$ cat src/design/ftws_pkg.sv
// ----------------------------------------------------------------------------
// ftws_pkg
// Shared types and constants for the frame timing window statistics monitor.
// ----------------------------------------------------------------------------
package ftws_pkg;

   localparam int SAMPLE_W = 16;
   localparam int WIN_W    = 15;
   localparam int RUN_W    = 4;
   localparam int TIME_W   = 32;
   localparam int CSR_AW   = 3;
   localparam int CSR_DW   = 32;

   typedef logic signed [SAMPLE_W-1:0] sample_type;

   localparam sample_type SAMPLE_MAX = 16'sh7fff;
   localparam sample_type SAMPLE_MIN = 16'sh8000;

   localparam logic [WIN_W-1:0] WIN_RESET = 15'd1000;
   localparam logic [RUN_W-1:0] RUN_RESET = 4'd5;

   typedef enum logic [1:0] {
      TREND_NEG    = 2'd0,
      TREND_NONNEG = 2'd1,
      TREND_IDLE   = 2'd2
   } trend_mode_type;

   typedef enum logic {
      CSR_WINDOW_LENGTH = 1'b0,
      CSR_TREND_RUN     = 1'b1
   } csr_index_type;

   typedef struct packed {
      logic [WIN_W-1:0] window_length;
      logic [RUN_W-1:0] run_length;
   } csr_cfg_type;

   typedef struct packed {
      trend_mode_type   mode;
      logic [RUN_W-1:0] runs;
      sample_type       extreme;
   } trend_status_type;

endpackage

$ cat src/design/ftws_csr.sv
// ----------------------------------------------------------------------------
// ftws_csr
// APB register bank holding the window length and the trend run length.
// ----------------------------------------------------------------------------
module ftws_csr (
   input  logic                        clock,
   input  logic                        reset,
   input  logic                        psel,
   input  logic                        penable,
   input  logic                        pwrite,
   input  logic [ftws_pkg::CSR_AW-1:0] paddr,
   input  logic [ftws_pkg::CSR_DW-1:0] pwdata,
   output logic [ftws_pkg::CSR_DW-1:0] prdata,
   output logic                        pready,
   output ftws_pkg::csr_cfg_type       cfg
);
   import ftws_pkg::*;

   logic [WIN_W-1:0] window_length_ff, window_length_in;
   logic [RUN_W-1:0] run_length_ff, run_length_in;
   logic             write_hit;
   csr_index_type    index;

   assign pready    = 1'b1;
   assign write_hit = psel && penable && pwrite && pready;
   assign index     = csr_index_type'(paddr[2]);

   always_comb begin
      window_length_in = window_length_ff;
      run_length_in    = run_length_ff;
      if (write_hit) begin
         unique case (index)
            CSR_WINDOW_LENGTH: window_length_in = pwdata[WIN_W-1:0];
            CSR_TREND_RUN:     run_length_in    = pwdata[RUN_W-1:0];
         endcase
      end
   end

   always_comb begin
      unique case (index)
         CSR_WINDOW_LENGTH: prdata = CSR_DW'(window_length_ff);
         CSR_TREND_RUN:     prdata = CSR_DW'(run_length_ff);
      endcase
   end

   always_ff @(posedge clock) begin
      if (reset) begin
         window_length_ff <= WIN_RESET;
         run_length_ff    <= RUN_RESET;
      end else begin
         window_length_ff <= window_length_in;
         run_length_ff    <= run_length_in;
      end
   end

   assign cfg.window_length = window_length_ff;
   assign cfg.run_length    = run_length_ff;

endmodule

$ cat src/design/ftws_trend.sv
// ----------------------------------------------------------------------------
// ftws_trend
// Trend tracker updated at each window close from the window minimum of a.
// ----------------------------------------------------------------------------
module ftws_trend (
   input  logic                          clock,
   input  logic                          reset,
   input  logic                          close_en,
   input  ftws_pkg::sample_type          a_min,
   input  logic [ftws_pkg::RUN_W-1:0]    run_length,
   output ftws_pkg::trend_status_type    status_next
);
   import ftws_pkg::*;

   trend_mode_type   mode_ff, mode_in, want;
   logic [RUN_W-1:0] runs_ff, runs_in, runs_base;
   sample_type       extreme_ff, extreme_in, extreme_base;

   always_comb begin
      mode_in      = mode_ff;
      runs_in      = runs_ff;
      extreme_in   = extreme_ff;
      want         = a_min[SAMPLE_W-1] ? TREND_NEG : TREND_NONNEG;
      runs_base    = runs_ff;
      extreme_base = extreme_ff;
      if (want != mode_ff) begin
         // leaving idle counts as a mode change too
         runs_base    = '0;
         extreme_base = (want == TREND_NONNEG) ? SAMPLE_MAX : SAMPLE_MIN;
      end
      if (close_en) begin
         if (a_min == '0) begin
            mode_in = TREND_IDLE;
         end else begin
            if (want == TREND_NEG) begin
               extreme_in = (a_min > extreme_base) ? a_min : extreme_base;
            end else begin
               extreme_in = (a_min < extreme_base) ? a_min : extreme_base;
            end
            runs_in = runs_base + 1'b1;
            mode_in = (runs_in == run_length) ? TREND_IDLE : want;
         end
      end
   end

   always_ff @(posedge clock) begin
      if (reset) begin
         mode_ff    <= TREND_NEG;
         runs_ff    <= '0;
         extreme_ff <= '0;
      end else begin
         mode_ff    <= mode_in;
         runs_ff    <= runs_in;
         extreme_ff <= extreme_in;
      end
   end

   assign status_next.mode    = mode_in;
   assign status_next.runs    = runs_in;
   assign status_next.extreme = extreme_in;

endmodule

$ cat src/design/frame_timing_window_stats_top.sv
// ----------------------------------------------------------------------------
// frame_timing_window_stats_top
// Windowed frame statistics monitor: wall delta, frame count and min/max
// tracking per window, with a trend tracker on the window minimum of a.
// ----------------------------------------------------------------------------
//   channel   direction   handshake               payload
//   req_*     in          req_valid / req_stall   func, now_ms, a_sample, b_sample
//   rsp_*     out         rsp_valid / rsp_stall   window_closed, trend_*, totals, min/max
//   apb       in/out      psel/penable/pready     window length, trend run length
//
// one transaction per cycle unless req_stall; the result appears in the cycle after
// acceptance, held in the single output register behind the accumulator update logic.
// synchronous reset clears the window, the trend and rsp_valid, not the result data.
// a new transaction is taken while the held result is being drained;
// req_stall rises only when the result register is full and rsp_stall is high.
// ----------------------------------------------------------------------------
module frame_timing_window_stats_top (
   input  logic                          clock,
   input  logic                          reset,
   input  logic                          req_valid,
   output logic                          req_stall,
   input  logic                          req_func,
   input  logic [ftws_pkg::TIME_W-1:0]   req_now_ms,
   input  ftws_pkg::sample_type          req_a_sample,
   input  ftws_pkg::sample_type          req_b_sample,
   output logic                          rsp_valid,
   input  logic                          rsp_stall,
   output logic                          rsp_window_closed,
   output logic [1:0]                    rsp_trend_state,
   output logic [ftws_pkg::RUN_W-1:0]    rsp_trend_runs,
   output ftws_pkg::sample_type          rsp_trend_extreme,
   output ftws_pkg::sample_type          rsp_frame_total,
   output ftws_pkg::sample_type          rsp_wall_total,
   output ftws_pkg::sample_type          rsp_wall_low,
   output ftws_pkg::sample_type          rsp_wall_high,
   output ftws_pkg::sample_type          rsp_a_low,
   output ftws_pkg::sample_type          rsp_a_high,
   output ftws_pkg::sample_type          rsp_b_low,
   output ftws_pkg::sample_type          rsp_b_high,
   input  logic                          psel,
   input  logic                          penable,
   input  logic                          pwrite,
   input  logic [ftws_pkg::CSR_AW-1:0]   paddr,
   input  logic [ftws_pkg::CSR_DW-1:0]   pwdata,
   output logic [ftws_pkg::CSR_DW-1:0]   prdata,
   output logic                          pready
);
   import ftws_pkg::*;

   csr_cfg_type      cfg;
   trend_status_type trend_next;

   logic              accept;
   logic              armed_ff, armed_in;
   logic [TIME_W-1:0] last_time_ff, last_time_in, time_diff;
   sample_type        frame_count_ff, frame_count_in, frame_inc;
   sample_type        wall_sum_ff, wall_sum_in, sum_inc;
   sample_type        wall_min_ff, wall_min_in, wall_max_ff, wall_max_in;
   sample_type        a_min_ff, a_min_in, a_max_ff, a_max_in;
   sample_type        b_min_ff, b_min_in, b_max_ff, b_max_in;
   sample_type        delta;
   logic              close_hit, closed;

   logic              rsp_valid_ff;
   logic              closed_ff;
   trend_status_type  trend_ff;
   sample_type        out_frame_ff, out_sum_ff;
   sample_type        out_wmin_ff, out_wmax_ff, out_amin_ff, out_amax_ff;
   sample_type        out_bmin_ff, out_bmax_ff;

   ftws_csr u_csr (
      .clock   (clock),
      .reset   (reset),
      .psel    (psel),
      .penable (penable),
      .pwrite  (pwrite),
      .paddr   (paddr),
      .pwdata  (pwdata),
      .prdata  (prdata),
      .pready  (pready),
      .cfg     (cfg)
   );

   assign req_stall = rsp_valid_ff && rsp_stall;
   assign accept    = req_valid && !req_stall;

   // wrapped wall delta, read as signed at sample width
   assign time_diff = req_now_ms - last_time_ff;
   assign delta     = $signed(time_diff[SAMPLE_W-1:0]);
   assign frame_inc = frame_count_ff + sample_type'(1);
   assign sum_inc   = wall_sum_ff + delta;
   assign close_hit = (sum_inc >= $signed({1'b0, cfg.window_length}))
                      && !frame_inc[SAMPLE_W-1] && (frame_inc != '0);

   always_comb begin
      armed_in       = armed_ff;
      last_time_in   = last_time_ff;
      frame_count_in = frame_count_ff;
      wall_sum_in    = wall_sum_ff;
      wall_min_in    = wall_min_ff;
      wall_max_in    = wall_max_ff;
      a_min_in       = a_min_ff;
      a_max_in       = a_max_ff;
      b_min_in       = b_min_ff;
      b_max_in       = b_max_ff;
      closed         = 1'b0;
      if (accept) begin
         priority if (req_func) begin
            armed_in = 1'b0;
         end else if (!armed_ff) begin
            // arming sample: clear the window and latch the timestamp
            armed_in       = 1'b1;
            last_time_in   = req_now_ms;
            frame_count_in = '0;
            wall_sum_in    = '0;
            wall_min_in    = SAMPLE_MAX;
            wall_max_in    = SAMPLE_MIN;
            a_min_in       = SAMPLE_MAX;
            a_max_in       = SAMPLE_MIN;
            b_min_in       = SAMPLE_MAX;
            b_max_in       = SAMPLE_MIN;
         end else begin
            last_time_in   = req_now_ms;
            frame_count_in = frame_inc;
            wall_sum_in    = sum_inc;
            wall_min_in    = (delta < wall_min_ff) ? delta : wall_min_ff;
            wall_max_in    = (delta > wall_max_ff) ? delta : wall_max_ff;
            a_min_in       = (req_a_sample < a_min_ff) ? req_a_sample : a_min_ff;
            a_max_in       = (req_a_sample > a_max_ff) ? req_a_sample : a_max_ff;
            b_min_in       = (req_b_sample < b_min_ff) ? req_b_sample : b_min_ff;
            b_max_in       = (req_b_sample > b_max_ff) ? req_b_sample : b_max_ff;
            if (close_hit) begin
               closed   = 1'b1;
               armed_in = 1'b0;
            end
         end
      end
   end

   ftws_trend u_trend (
      .clock       (clock),
      .reset       (reset),
      .close_en    (closed),
      .a_min       (a_min_in),
      .run_length  (cfg.run_length),
      .status_next (trend_next)
   );

   always_ff @(posedge clock) begin
      if (reset) begin
         armed_ff       <= 1'b0;
         last_time_ff   <= '0;
         frame_count_ff <= '0;
         wall_sum_ff    <= '0;
         wall_min_ff    <= SAMPLE_MAX;
         wall_max_ff    <= SAMPLE_MIN;
         a_min_ff       <= SAMPLE_MAX;
         a_max_ff       <= SAMPLE_MIN;
         b_min_ff       <= SAMPLE_MAX;
         b_max_ff       <= SAMPLE_MIN;
      end else begin
         armed_ff       <= armed_in;
         last_time_ff   <= last_time_in;
         frame_count_ff <= frame_count_in;
         wall_sum_ff    <= wall_sum_in;
         wall_min_ff    <= wall_min_in;
         wall_max_ff    <= wall_max_in;
         a_min_ff       <= a_min_in;
         a_max_ff       <= a_max_in;
         b_min_ff       <= b_min_in;
         b_max_ff       <= b_max_in;
      end
   end

   // result register
   always_ff @(posedge clock) begin
      if (reset) begin
         rsp_valid_ff <= 1'b0;
      end else if (accept) begin
         rsp_valid_ff <= 1'b1;
      end else if (!rsp_stall) begin
         rsp_valid_ff <= 1'b0;
      end
   end

   always_ff @(posedge clock) begin
      if (accept) begin
         closed_ff    <= closed;
         trend_ff     <= trend_next;
         out_frame_ff <= frame_count_in;
         out_sum_ff   <= wall_sum_in;
         out_wmin_ff  <= wall_min_in;
         out_wmax_ff  <= wall_max_in;
         out_amin_ff  <= a_min_in;
         out_amax_ff  <= a_max_in;
         out_bmin_ff  <= b_min_in;
         out_bmax_ff  <= b_max_in;
      end
   end

   assign rsp_valid         = rsp_valid_ff;
   assign rsp_window_closed = closed_ff;
   assign rsp_trend_state   = trend_ff.mode;
   assign rsp_trend_runs    = trend_ff.runs;
   assign rsp_trend_extreme = trend_ff.extreme;
   assign rsp_frame_total   = out_frame_ff;
   assign rsp_wall_total    = out_sum_ff;
   assign rsp_wall_low      = out_wmin_ff;
   assign rsp_wall_high     = out_wmax_ff;
   assign rsp_a_low         = out_amin_ff;
   assign rsp_a_high        = out_amax_ff;
   assign rsp_b_low         = out_bmin_ff;
   assign rsp_b_high        = out_bmax_ff;

endmodule
$ cat config.mk
export PLATFORM = sky130hd
export DESIGN_NAME = frame_timing_window_stats_top
export DESIGN_NICKNAME = d
export VERILOG_FILES = /design/src/design/ftws_pkg.sv /design/src/design/ftws_csr.sv /design/src/design/ftws_trend.sv /design/src/design/frame_timing_window_stats_top.sv
export SDC_FILE = /design/constraint.sdc
export NUM_CORES = 1
export LEC_CHECK = 0
export BUFFER_PORTS_ARGS = -buffer_cell sky130_fd_sc_hd__buf_2
export CORE_ASPECT_RATIO = 0.6
export CORE_MARGIN = 3
export CORE_UTILIZATION = 30
export DETAILED_ROUTE_END_ITERATION = 10
export HOLD_SLACK_MARGIN = 0.02
export PLACE_DENSITY = 0.58
export REMOVE_ABC_BUFFERS = 1
export SLEW_MARGIN = 20
export SYNTH_ARGS = -nofsm -noshare
export SYNTH_HDL_FRONTEND = slang
export SYNTH_SLANG_ARGS = --single-unit
$ cat constraint.sdc
create_clock -name clock -period 8.3 [get_ports clock]
set_input_delay 1.66 -clock clock [delete_from_list [all_inputs] [get_ports clock]]
set_output_delay 1.66 -clock clock [all_outputs]
set_load 0.01 [all_outputs]
==> reports/summary.txt <==
later-pin clock latency in the skew report = 0.55 ns
DRC violations left = 0
ys async rst share = 0%
final instance count without filler cells = 2954
io pins = 293
worst setup path class = in -> reg
Flop pwr share = 42.2%
NetSw = 1.21 mW
Pint = 3.12 mW
critical-path maximum fanout = 19
M1 GR Usage = 23.4%
Detailed Place HPWL = 38000 µm
Clock transition at path regs = 0.06 ns
Worst Setup Start Kind = input pin
largest net degree at the start of global routing = 87
vias in the first global route = 14200
Yosys reg bits = 338
endpoints failing setup = 0
CTS Sinks = 338
Netlist cell types = 72
WL per Instance = 17.9 µm
Leakage Power = 8.87 nW
combinational cell fraction of total power = 16.8%
Reg area = 8280 µm²
Placement Setup Slack = 0.122 ns
Port Buf Inserts = 239
first drt pass iteration count = 5
share of power burned in the clock network = 40.9%
Slew HR = 17.0%
CP Data Required Time = 8.78 ns
area grow syn2layout = 18.4%
clock skew = 0.0260 ns
Root Driver = clkbuf_16
Post-DP Area = 20300 µm²
Die H = 197 µm
via count = 14700
GP Congestion = 0.896
core footprint = 59600 µm²
PwrDens = 201 nW/µm²
most frequent cells in the layout = 238 x buf_2, 217 x nand2_1, 186 x dfxtp_1
# resized after CTS = 0
area of the multi-input gates = 8850 µm²
Max Slew Vio Count = 0
die area = 63700 µm²
grt ovf = 0
Row Count = 69
final instance area = 21500 µm²
Crit-path slowest cell = a2111o_1
Antenna Nets Post-Route = 0
max-cap viol count = 0
Syn Area/Cell = 9.47 µm²
antenna violations before repair = 2
H-tree levels = 2
RSZ-0062 raised after global routing = no
width of the die = 324 µm
nets = 2411
fillers = 5952
Max VDD drop = 0.000115 V
TritonCTS clock tree = done
initial drt markers = 1180
crit share post-route = 92.6%
first-pass GRT wire length = 80900 µm
Post-synth top flop = dfxtp_1
CP endpoint kind = flop
mapped cell area = 18200 µm²
most common cell after layout, fill and taps aside = buf_2
Syn Inst Count = 1922
FMAX = 130 MHz
Initial Util = 30.5%
met2 Resource Use GR = 24.8%
Inst Count DP = 2887
EDFF count, synth = 151
GRT busiest layer = met2
Sw Ratio = 27.9%
measured slew at the worst slew-check pin = 1.21 ns
outcome = complete, no violations
setup bufs post-CTS = 0
layout cells sized above 1 = 17.3%
Fin Setup TNS = 0 ns
final hold vios = 0
final worst slack = 0.616 ns
post-synthesis sequential area ratio = 45.5%
Ys Warns = 0
drt total wl = 52900 µm
cts hold-fix bufs = 0
met3 GRT Util = 2.90%
gr usage total = 16.2%
TritonCTS Buffers = 36
Via density = 4.98
Min Clock Period, post-route = 7.68 ns
Data arrival, critical path = 8.16 ns
Worst path max stage delay = 0.45 ns
Hold WC Path Type = reg -> reg
Clock Path Buffers = 3
## synth_stat cells (31+ instances only)
cell type	instances	area share [%]
o21ai_0	87	2.4
nor2_1	116	2.4
o22ai_1	31	1.1
inv_1	172	3.5
nand4_1	35	1.2
nand2_1	218	4.5
clkbuf_1	79	1.6
nor2b_1	117	4.0
a21oi_1	104	2.9
ha_1	158	11
mux2i_1	36	2.0
edfxtp_1	151	25
dfxtp_1	187	21
## metal layers
metal	vias up	wire, µm
met4	0	1110
met2	408	22800
met5	-	0
met3	61	3020
met1	7051	26000
li1	7195	-
## area by class of cell
class,count,area share [%]
Multi-Input combinational cell,1318,41.1
Sequential cell,338,38.4
Timing Repair Buffer,278,6.98
Clock buffer,47,4.67
Tap cell,781,4.54
Inverter,172,3.02
Clock inverter,19,1.25
Antenna cell,1,0.0116
## logic make-up (layout without fill, tap and decap cells)
family,count (synthesis),in the layout,synth area share (%)
AO/OA/AOI/OAI,457,457,16.7
XOR/XNOR,31,31,1.49
adder cells (fa/ha/maj),160,160,11.1
buffers and inverters,282,516,6.37
flip-flops,338,338,45.5
multiplexers,45,45,2.58
other,2,19,0.0413
AND/OR/NAND/NOR,607,607,16.2
## per-stage QoR
step | utilization, % | hold slack (ns) | power [mW]
floorplan | - | 0.430 | 2.30
global placement | 34.0 | 0.443 | 2.57
detailed placement | 34.0 | 0.446 | 2.59
CTS | 36.2 | 0.455 | 4.38
global route | 36.2 | 0.474 | 4.54
finish | 36.2 | 0.453 | 4.33
## worst paths after layout
check                    from                     to  slack, ns  cells after the start
min reg2reg  last_time_ff[10]       last_time_ff[10]       0.45                      2
max             req_now_ms[0]  u_trend.extreme_ff[4]       0.62                     33
max reg2reg   last_time_ff[0]  u_trend.extreme_ff[4]       1.58                     31
min          last_time_ff[10]       last_time_ff[10]       0.45                      2
## worst max-delay path: cells and delay by family
family / cells / cell delay [ns]
AOI/OAI and AO/OA: 15 / 3.12
xor gates and xnor gates: 2 / 0.21
adders and majority gates: 4 / 1.21
buffers and inverters: 5 / 0.65
muxes: 1 / 0.27
and+or+nand+nor: 6 / 1.01
## power groups by stage
stage	Sequential [mW]	Combinational [mW]	Clock, mW
finish	1.83	0.727	1.77
detailed placement	1.86	0.724	0
floorplan	1.89	0.417	0
global placement	1.86	0.709	0
CTS	1.83	0.729	1.83
global route	1.83	0.811	1.89
Power figures use the tool's default switching activity.
